$ cat config.mk
export PLATFORM = sky130hd
export DESIGN_NAME = logic_rotate_unit_8bit_flat
export DESIGN_NICKNAME = d
export VERILOG_FILES = /design/src/design/lru_pkg.sv /design/src/design/lru_if.sv /design/src/design/lru_in_stage.sv /design/src/design/lru_alu.sv /design/src/design/lru_out_stage.sv /design/src/design/logic_rotate_unit_8bit.sv /design/src/flat_wrapper.sv
export VERILOG_INCLUDE_DIRS = /design/src /design/src/design
export SDC_FILE = /design/constraint.sdc
export NUM_CORES = 1
export LEC_CHECK = 0
export BUFFER_PORTS_ARGS = -buffer_cell sky130_fd_sc_hd__buf_2
export CAP_MARGIN = 20
export CELL_PAD_IN_SITES_DETAIL_PLACEMENT = 1
export CELL_PAD_IN_SITES_GLOBAL_PLACEMENT = 2
export CORE_MARGIN = 2
export CORE_UTILIZATION = 38
export DETAILED_ROUTE_END_ITERATION = 8
export PLACE_DENSITY_LB_ADDON = 0.12
export SYNTH_ARGS = -nofsm -noshare
export SYNTH_HDL_FRONTEND = slang
export SYNTH_SLANG_ARGS = --single-unit
$ cat constraint.sdc
create_clock -name clk -period 5.45 [get_ports clk]
set_clock_uncertainty 0.2 [all_clocks]
set_input_delay 0 -clock clk [delete_from_list [all_inputs] [get_ports clk]]
set_output_delay 0 -clock clk [all_outputs]
set_load 0.02 [all_outputs]
$ cat src/design/logic_rotate_unit_8bit_assert.svh
// Assertion helpers for the module that checks its own logic.
// Each macro expects clk and rst_n to be in scope.
`ifndef LOGIC_ROTATE_UNIT_8BIT_ASSERT_SVH
`define LOGIC_ROTATE_UNIT_8BIT_ASSERT_SVH

// The consequent must hold in the same cycle as the antecedent.
`define LRU_ASSERT_IMPLIES(name, ante, cons) \
    name: assert property (@(posedge clk) disable iff (!rst_n) (ante) |-> (cons)) \
        else $error("lru assertion failed");

// The expression must never be true out of reset.
`define LRU_ASSERT_NEVER(name, expr) \
    name: assert property (@(posedge clk) disable iff (!rst_n) !(expr)) \
        else $error("lru assertion failed");

`endif

$ cat src/design/lru_pkg.sv
`timescale 1ns / 1ps

package lru_pkg;

    localparam int unsigned FuncWidth = 4;
    localparam int unsigned DataWidth = 8;

    localparam logic [FuncWidth-1:0] FUNC_CMA = 4'd0;
    localparam logic [FuncWidth-1:0] FUNC_RLC = 4'd1;
    localparam logic [FuncWidth-1:0] FUNC_RRC = 4'd2;
    localparam logic [FuncWidth-1:0] FUNC_RAL = 4'd3;
    localparam logic [FuncWidth-1:0] FUNC_RAR = 4'd4;
    localparam logic [FuncWidth-1:0] FUNC_ANA = 4'd5;
    localparam logic [FuncWidth-1:0] FUNC_CMP = 4'd6;
    localparam logic [FuncWidth-1:0] FUNC_STC = 4'd7;
    localparam logic [FuncWidth-1:0] FUNC_CMC = 4'd8;

    typedef struct packed {
        logic [FuncWidth-1:0] func;
        logic [DataWidth-1:0] acc_in;
        logic [DataWidth-1:0] operand;
        logic                 carry_in;
    } req_t;

    typedef struct packed {
        logic [DataWidth-1:0] acc_out;
        logic                 carry_out;
        logic                 sign_out;
        logic                 zero_out;
        logic                 sz_written;
    } rsp_t;

endpackage

$ cat src/design/lru_if.sv
`timescale 1ns / 1ps

interface lru_req_if;
    logic       valid;
    logic       ready;
    logic [3:0] func;
    logic [7:0] acc_in;
    logic [7:0] operand;
    logic       carry_in;

    modport source (output valid, output func, output acc_in, output operand,
                    output carry_in, input ready);
    modport sink (input valid, input func, input acc_in, input operand,
                  input carry_in, output ready);
endinterface

interface lru_rsp_if;
    logic       valid;
    logic       ready;
    logic [7:0] acc_out;
    logic       carry_out;
    logic       sign_out;
    logic       zero_out;
    logic       sz_written;

    modport source (output valid, output acc_out, output carry_out, output sign_out,
                    output zero_out, output sz_written, input ready);
    modport sink (input valid, input acc_out, input carry_out, input sign_out,
                  input zero_out, input sz_written, output ready);
endinterface

$ cat src/design/lru_in_stage.sv
`timescale 1ns / 1ps

module lru_in_stage (
    input  logic          clk,
    input  logic          rst_n,
    input  logic          up_valid,
    output logic          up_ready,
    input  lru_pkg::req_t up_data,
    output logic          down_valid,
    input  logic          down_ready,
    output lru_pkg::req_t down_data
);
    import lru_pkg::*;

    logic valid_reg;
    req_t data_reg;

    // The stage refills in the same cycle that its beat moves on.
    assign up_ready   = !valid_reg || down_ready;
    assign down_valid = valid_reg;
    assign down_data  = data_reg;

    always_ff @(posedge clk or negedge rst_n)
    begin
        if (!rst_n)
        begin
            valid_reg <= 1'b0;
        end
        else if (up_ready)
        begin
            valid_reg <= up_valid;
        end
    end

    always_ff @(posedge clk)
    begin
        if (up_valid && up_ready)
        begin
            data_reg <= up_data;
        end
    end

endmodule

$ cat src/design/lru_alu.sv
`timescale 1ns / 1ps

module lru_alu (
    input  lru_pkg::req_t req,
    output lru_pkg::rsp_t rsp
);
    import lru_pkg::*;

    always_comb
    begin
        rsp.acc_out    = req.acc_in;
        rsp.carry_out  = req.carry_in;
        rsp.sign_out   = 1'b0;
        rsp.zero_out   = 1'b0;
        rsp.sz_written = 1'b0;
        case (req.func)
            FUNC_CMA: rsp.acc_out = ~req.acc_in;
            FUNC_RLC: rsp.acc_out = {req.acc_in[6:0], req.acc_in[7]};
            FUNC_RRC: rsp.acc_out = {req.acc_in[0], req.acc_in[7:1]};
            FUNC_RAL:
            begin
                rsp.acc_out   = {req.acc_in[6:0], req.carry_in};
                rsp.carry_out = req.acc_in[7];
            end
            FUNC_RAR:
            begin
                rsp.acc_out   = {req.carry_in, req.acc_in[7:1]};
                rsp.carry_out = req.acc_in[0];
            end
            FUNC_ANA: rsp.acc_out = req.acc_in & req.operand;
            FUNC_CMP:
            begin
                // Unsigned compare: borrow lands in both sign and carry.
                rsp.sign_out   = req.acc_in < req.operand;
                rsp.zero_out   = req.acc_in == req.operand;
                rsp.carry_out  = req.acc_in < req.operand;
                rsp.sz_written = 1'b1;
            end
            FUNC_STC: rsp.carry_out = 1'b1;
            FUNC_CMC: rsp.carry_out = ~req.carry_in;
            default:  rsp.acc_out = req.acc_in;
        endcase
    end

endmodule

$ cat src/design/lru_out_stage.sv
`timescale 1ns / 1ps

module lru_out_stage (
    input  logic          clk,
    input  logic          rst_n,
    input  logic          up_valid,
    output logic          up_ready,
    input  lru_pkg::rsp_t up_data,
    output logic          down_valid,
    input  logic          down_ready,
    output lru_pkg::rsp_t down_data
);
    import lru_pkg::*;

    logic valid_reg;
    rsp_t data_reg;

    assign up_ready   = !valid_reg || down_ready;
    assign down_valid = valid_reg;
    assign down_data  = data_reg;

    always_ff @(posedge clk or negedge rst_n)
    begin
        if (!rst_n)
        begin
            valid_reg <= 1'b0;
        end
        else if (up_ready)
        begin
            valid_reg <= up_valid;
        end
    end

    always_ff @(posedge clk)
    begin
        if (up_valid && up_ready)
        begin
            data_reg <= up_data;
        end
    end

endmodule

$ cat src/design/logic_rotate_unit_8bit.sv
// Logical and rotate unit for an 8-bit accumulator datapath.
// Channel req carries one operation beat: func, acc_in, operand and
// carry_in. Channel rsp carries one result beat per request: acc_out,
// carry_out, sign_out, zero_out and sz_written. Both use valid/ready;
// a beat moves on a rising edge with valid and ready high.
// A request beat is captured in an input register, decoded by a short
// combinational ALU and captured in a result register that drives rsp.
// Throughput is one beat per cycle while rsp.ready stays high; both
// registers reload in the same cycle that their content moves on.
// When the receiver holds rsp.ready low, the result register keeps its
// beat, the input register still takes one more beat if it is empty,
// and after that req.ready drops until rsp drains. Nothing is lost or
// repeated. Reset (rst_n low, asynchronous) empties both registers; the
// unit keeps no other state and needs no setup.
`timescale 1ns / 1ps
`include "logic_rotate_unit_8bit_assert.svh"

module logic_rotate_unit_8bit (
    input logic   clk,
    input logic   rst_n,
    lru_req_if.sink   req,
    lru_rsp_if.source rsp
);
    import lru_pkg::*;

    req_t req_data;
    req_t mid_data;
    rsp_t alu_data;
    rsp_t out_data;
    logic mid_valid;
    logic mid_ready;

    assign req_data.func     = req.func;
    assign req_data.acc_in   = req.acc_in;
    assign req_data.operand  = req.operand;
    assign req_data.carry_in = req.carry_in;

    lru_in_stage u_in_stage (
        .clk        (clk),
        .rst_n      (rst_n),
        .up_valid   (req.valid),
        .up_ready   (req.ready),
        .up_data    (req_data),
        .down_valid (mid_valid),
        .down_ready (mid_ready),
        .down_data  (mid_data)
    );

    lru_alu u_alu (
        .req (mid_data),
        .rsp (alu_data)
    );

    lru_out_stage u_out_stage (
        .clk        (clk),
        .rst_n      (rst_n),
        .up_valid   (mid_valid),
        .up_ready   (mid_ready),
        .up_data    (alu_data),
        .down_valid (rsp.valid),
        .down_ready (rsp.ready),
        .down_data  (out_data)
    );

    assign rsp.acc_out    = out_data.acc_out;
    assign rsp.carry_out  = out_data.carry_out;
    assign rsp.sign_out   = out_data.sign_out;
    assign rsp.zero_out   = out_data.zero_out;
    assign rsp.sz_written = out_data.sz_written;

    `LRU_ASSERT_IMPLIES(a_flags_quiet, rsp.valid && !rsp.sz_written,
        !rsp.sign_out && !rsp.zero_out)
    `LRU_ASSERT_IMPLIES(a_cmp_carry, rsp.valid && rsp.sz_written,
        rsp.carry_out == rsp.sign_out)
    `LRU_ASSERT_NEVER(a_cmp_excl, rsp.valid && rsp.sign_out && rsp.zero_out)
    `LRU_ASSERT_IMPLIES(a_full_stall, mid_valid && rsp.valid && !rsp.ready,
        !req.ready)

endmodule

$ cat src/flat_wrapper.sv
// flat-port wrapper written by rule: the top's interface ports become plain ports
module logic_rotate_unit_8bit_flat import lru_pkg::*;
  (clk, rst_n, req_valid, req_func, req_acc_in, req_operand, req_carry_in, req_ready, rsp_valid, rsp_acc_out, rsp_carry_out, rsp_sign_out, rsp_zero_out, rsp_sz_written, rsp_ready);
  lru_req_if req_i ();
  lru_rsp_if rsp_i ();
  input logic clk;
  input logic rst_n;
  input wire logic [$bits(req_i.valid)-1:0] req_valid;
  input wire logic [$bits(req_i.func)-1:0] req_func;
  input wire logic [$bits(req_i.acc_in)-1:0] req_acc_in;
  input wire logic [$bits(req_i.operand)-1:0] req_operand;
  input wire logic [$bits(req_i.carry_in)-1:0] req_carry_in;
  output wire logic [$bits(req_i.ready)-1:0] req_ready;
  output wire logic [$bits(rsp_i.valid)-1:0] rsp_valid;
  output wire logic [$bits(rsp_i.acc_out)-1:0] rsp_acc_out;
  output wire logic [$bits(rsp_i.carry_out)-1:0] rsp_carry_out;
  output wire logic [$bits(rsp_i.sign_out)-1:0] rsp_sign_out;
  output wire logic [$bits(rsp_i.zero_out)-1:0] rsp_zero_out;
  output wire logic [$bits(rsp_i.sz_written)-1:0] rsp_sz_written;
  input wire logic [$bits(rsp_i.ready)-1:0] rsp_ready;
  assign req_i.valid = req_valid;
  assign req_i.func = req_func;
  assign req_i.acc_in = req_acc_in;
  assign req_i.operand = req_operand;
  assign req_i.carry_in = req_carry_in;
  assign req_ready = req_i.ready;
  assign rsp_valid = rsp_i.valid;
  assign rsp_acc_out = rsp_i.acc_out;
  assign rsp_carry_out = rsp_i.carry_out;
  assign rsp_sign_out = rsp_i.sign_out;
  assign rsp_zero_out = rsp_i.zero_out;
  assign rsp_sz_written = rsp_i.sz_written;
  assign rsp_i.ready = rsp_ready;
  logic_rotate_unit_8bit u_core (.clk(clk), .rst_n(rst_n), .req(req_i), .rsp(rsp_i));
endmodule
Yosys cells after proc, flatten, opt, wreduce, memory -nomap -nowiden
Cells that the tools add are included.
Widths: inputs -> output; s select.
{"block": "totals", "register_bits": 35, "in_bits": 25, "output_inout_bits": 14, "wordCells": 34}
{"block": "classes", "order_cmp": 1, "eq_ne": 9, "muxes": 3, "bitwise": 3, "n_reduce_logical": 7}
{"operator": "$pmux 8 s6", "count": 1}
{"operator": "$eq 4x3->1 const B", "count": 4}
{"operator": "$and 8x8->8", "count": 1}
{"operator": "$eq 4x2->1 const B", "count": 2}
{"operator": "$eq 8x8->1", "count": 1}
{"operator": "$lt 8x8->1", "count": 1}
{"operator": "$not 8->8", "count": 1}
{"operator": "$pmux 1 s5", "count": 1}
{"operator": "$eq 4x1->1 const B", "count": 1}
{"operator": "$eq 4x4->1 const B", "count": 1}
{"operator": "$logic_not 4->1", "count": 1}
{"operator": "$logic_and 1x1->1", "count": 2}
{"operator": "$logic_not 1->1", "count": 2}
{"operator": "$logic_or 1x1->1", "count": 2}
{"operator": "$mux 1", "count": 1}
{"operator": "$not 1->1", "count": 1}

Depth between registers and ports, before layout
{"block": "depth", "ltp_word": 4, "ltp_mapped": 7, "depth_no_buf": 7}

Modules after synthesis
From an unflattened synthesis, not the netlist that was laid out.
{"block": "hier_totals", "cells_unflattened": 151, "hier_area_um2": 1898.1}
{"module": "lru_alu", "n_inst": 1, "cells_each": 110, "area_per_inst_um2": 799.5, "seq_area_each_um2": 0.0}
{"module": "lru_in_stage", "n_inst": 1, "cells_each": 25, "area_per_inst_um2": 684.4, "seq_area_each_um2": 655.6}
{"module": "lru_out_stage", "n_inst": 1, "cells_each": 16, "area_per_inst_um2": 414.1, "seq_area_each_um2": 385.4}

Worst setup path after synthesis
Ideal clock, no wire load.
{"block": "synth_timing", "path_type": "reg2reg", "from": "register u_core.u_out_stage.valid_reg, in the netlist u_core.u_out_stage.down_valid", "to": "register u_core.u_in_stage.data_reg (netlist bit u_core.u_in_stage.down_data[0]), enable pin", "setup_time_ns": 0.379, "arrival_time_ns": 1.326, "required_time_ns": 4.871, "setup_slack_ns": 3.545, "stages_incl_launch_ff": 3, "n_path_buf": 0, "synth_period_minus_slack_ns": 1.905, "path_cell_list": "dfrtp_1 nand3b_1 and2_1"}
{"block": "synth_via", "elab_chain_cells": 4}
{"element": "from (decl)", "line_no": "lru_out_stage.sv:15", "source": "logic valid_reg;"}
{"element": "from (signal assigned)", "line_no": "lru_out_stage.sv:30", "source": "valid_reg <= up_valid;"}
{"element": "$logic_not 1->1", "line_no": "lru_out_stage.sv:18", "source": "assign up_ready = !valid_reg || down_ready;"}
{"element": "$logic_or 1x1->1", "line_no": "lru_out_stage.sv:18"}
{"element": "$logic_or 1x1->1", "line_no": "lru_in_stage.sv:19", "source": "assign up_ready = !valid_reg || down_ready;"}
{"element": "net req_ready", "line_no": "flat_wrapper.sv:13", "source": "output wire logic [$bits(req_i.ready)-1:0] req_ready;"}
{"element": "$logic_and 1x1->1", "line_no": "lru_in_stage.sv:37", "source": "if (up_valid && up_ready)"}
{"element": "to (signal assigned)", "line_no": "lru_in_stage.sv:39", "source": "data_reg <= up_data;"}
{"element": "to (decl)", "line_no": "lru_in_stage.sv:16", "source": "req_t data_reg;"}
The timed path passes the listed nets, and every way through them passes these cells.
A chain may end at the register's enable or synchronous reset.

==> flow_summary.ini <==
[synth]
netlist_instances = 149
async_flop_share_pct = 5.71
avgSynthCellArea_um2 = 12.4
ys_ff_latch = 35
yosysUniqueCellTypes = 36
synth_ff_type = edfxtp_1
syn_nets = 190
syn_area_um2 = 1850
synth_edf_count = 33
yosys_warnings = 0
yosysSeqAreaShare_pct = 56.3

[route]
ant_nets = 0
vias = 1399
wl_um = 4340
drt_iter0_drc = 44
first_pass_iters = 4
avgViaCountPerCell = 4.94
wl_per_cell_um = 15.3
drc = 0

[sta]
rsz0062_at_grt = no
final.period_utilization_pct = 43.3
relSlewSlack_pct = 30.8
max_freq_ghz = 0.423
setup_slack_ps = 3090
worst_pin_slew_ps = 1040
hold_viol_final = 0
fin_crit_ps = 2360
finalMaxSlewViolations = 0
whs_ps = 224
setup_violations = 0
tns_ps = 0

[global_routing]
grt_start_max_net_pins = 22
antenna_found_initial = 0
grt_pass1_wl_um = 7030
grt_pass1_vias = 1461
grt-ovfl-total = 0
grt_usage_pct = 17.6

[floorplan]
num_rows = 25
dieWidth_um = 73.8
fp.dieH_um = 73.8
core-area_um2 = 4720
initial_core_util_pct = 39.2
dieArea_um2 = 5440
io_pins = 39

[placed_design]
numPortBuffers = 38
dpl_cell_area_um2 = 2080
place_hpwl_um = 3030
place_congestion = 0.786
preCtsSetupSlack_ps = 3140

[clocking]
cts-root-buf = clkbuf_8
htree_levels = 2
cts_buffers = 5
cts_setup_buffers = 0
post_cts_resized = 0
clk_pin_slew_worst_paths_ps = 70
cts_tree = yes
clock_latency_ps = 280
clk_path_buf_depth = 2
cts.sinks = 35

[pwr]
powerDensity_nw_per_um2 = 264
leakage_nw = 1.01
ir_worst_vdd_v = 0.000143

[worst_setup_path]
critical_path_required_ps = 5270
crit_arrival_ps = 2180
crit_fanout = 20
crit-reg2reg-launch = u_core.u_in_stage.down_data[19]$_DFFE_PP_
crit_path_end_kind = register
critPathLaunch = u_core.u_in_stage.down_data[19]$_DFFE_PP_
criticalPathCategory = reg2reg
worstSetupStartpointType = register

[job]
maxCapViolations = 0

[final_layout]
syn2layout_area_growth_pct = 32.8
diodes = 0
fin_util_pct = 52.0
final_layout_size_suffix_gt1_share_pct = 26.4
fin_nets = 256
design_area_um2 = 2460

[worst_hold_path]
hold_path.class = in2reg
hp-start = req_func[1]

[status]
outcome = complete, no violations
-- layout make-up --
| type | count | area (um2) |
|---|---|---|
| Clock buffer | 8 | 100 |
| Sequential cell | 35 | 1040 |
| Fill cell | 497 | 2270 |
| Tap cell | 67 | 83.8 |
| Inverter | 10 | 37.5 |
| Multi-Input combinational cell | 98 | 729 |
| Timing Repair Buffer | 65 | 465 |
-- sequential cells by signal, summed over array words and instances, names as in the netlist --
register and count:
u_core.u_out_stage.down_data 12, u_core.u_out_stage.down_valid 1, u_core.u_in_stage.down_valid 1, u_core.u_in_stage.down_data 21
-- power by group --
group | internal (mW) | leakage (nW) | switching [mW] | total, mW
sequential | 0.319 | 0.340 | 0.0198 | 0.339
combinational | 0.0502 | 0.619 | 0.0527 | 0.103
clock | 0.115 | 0.0515 | 0.0906 | 0.206
-- per-layer routing --
layer | global-route usage [%] | vias to the layer above | part of all wire, %
met5 | 0 | - | 0
met4 | 6.26 | 0 | 1.3
met3 | 4.80 | 4 | 3.5
met2 | 28.7 | 36 | 49
met1 | 22.4 | 677 | 46
li1 | - | 682 | -
-- final timing paths --
kind,end,slack (ps),depth (start not counted)
min,u_core.u_in_stage.down_data[18]$_DFFE_PP_,220,2
max,u_core.u_out_stage.down_data[4]$_DFFE_PP_,3090,5
max reg2reg,u_core.u_out_stage.down_data[4]$_DFFE_PP_,3090,5
min in group asynchronous,u_core.u_in_stage.down_valid$_DFFE_PN0N_,360,3
min reg2reg,u_core.u_out_stage.down_valid$_DFFE_PN0P_,310,1
max in group asynchronous,u_core.u_out_stage.down_valid$_DFFE_PN0P_,4570,3
-- metrics by stage --
stage	power, mW	std cells
6_report	0.648	283
3_5_place_dp	0.433	248
5_1_grt	0.680	283
2_1_floorplan	0.399	149
4_1_cts	0.656	282
3_3_place_gp	0.428	248
-- cells by family after synthesis --
| group | Yosys count | share of synthesized area (%) |
|---|---|---|
| XOR/XNOR | 1 | 0.473 |
| multiplexers | 8 | 4.73 |
| buffers and inverters | 16 | 4.33 |
| adder cells (fa/ha/maj) | 16 | 10.8 |
| flip-flops | 35 | 56.3 |
| AND/OR/NAND/NOR | 43 | 12.5 |
| AO/OA/AOI/OAI | 30 | 10.9 |
-- critical path: stages (launching register included) --
cell and delay, ps:
edfxtp_1 840, nor2_1 160, nand2_1 270, o21ai_0 120
a2111oi_0 440, nor2_1 80
-- what timing repair did --
item | in CTS | in global routing
endpoints found under the hold margin | 25 | 0
hold buffers | 26 | 0
setup endpoints to repair | 0 | 0
-- layout by cell type (no fill, tap or decap), drive strengths merged, types with 3 or more instances in the layout --
master,instances
o21ai,7
mux2,6
nand2,5
a21oi,9
buf,39
clkbuf,8
dlygate4sd3,26
ha,16
edfxtp,33
inv,10
a221oi,6
nor2,18
nor2b,3
nor3,3
nand2b,4
-- cell usage after synthesis, types with 3 or more instances --
cell type,n,area (um2)
a221oi_1,6,52.6
buf_4,3,22.5
ha_1,16,200
o21ai_0,7,35.0
inv_1,10,37.5
edfxtp_1,33,991
nor2b_1,3,18.8
nor2_1,17,63.8
mux2_2,6,67.6
a21oi_1,9,45.0
nand2b_1,4,25.0
nand2_1,5,18.8
No activity file was read; power rests on OpenSTA's default activity.
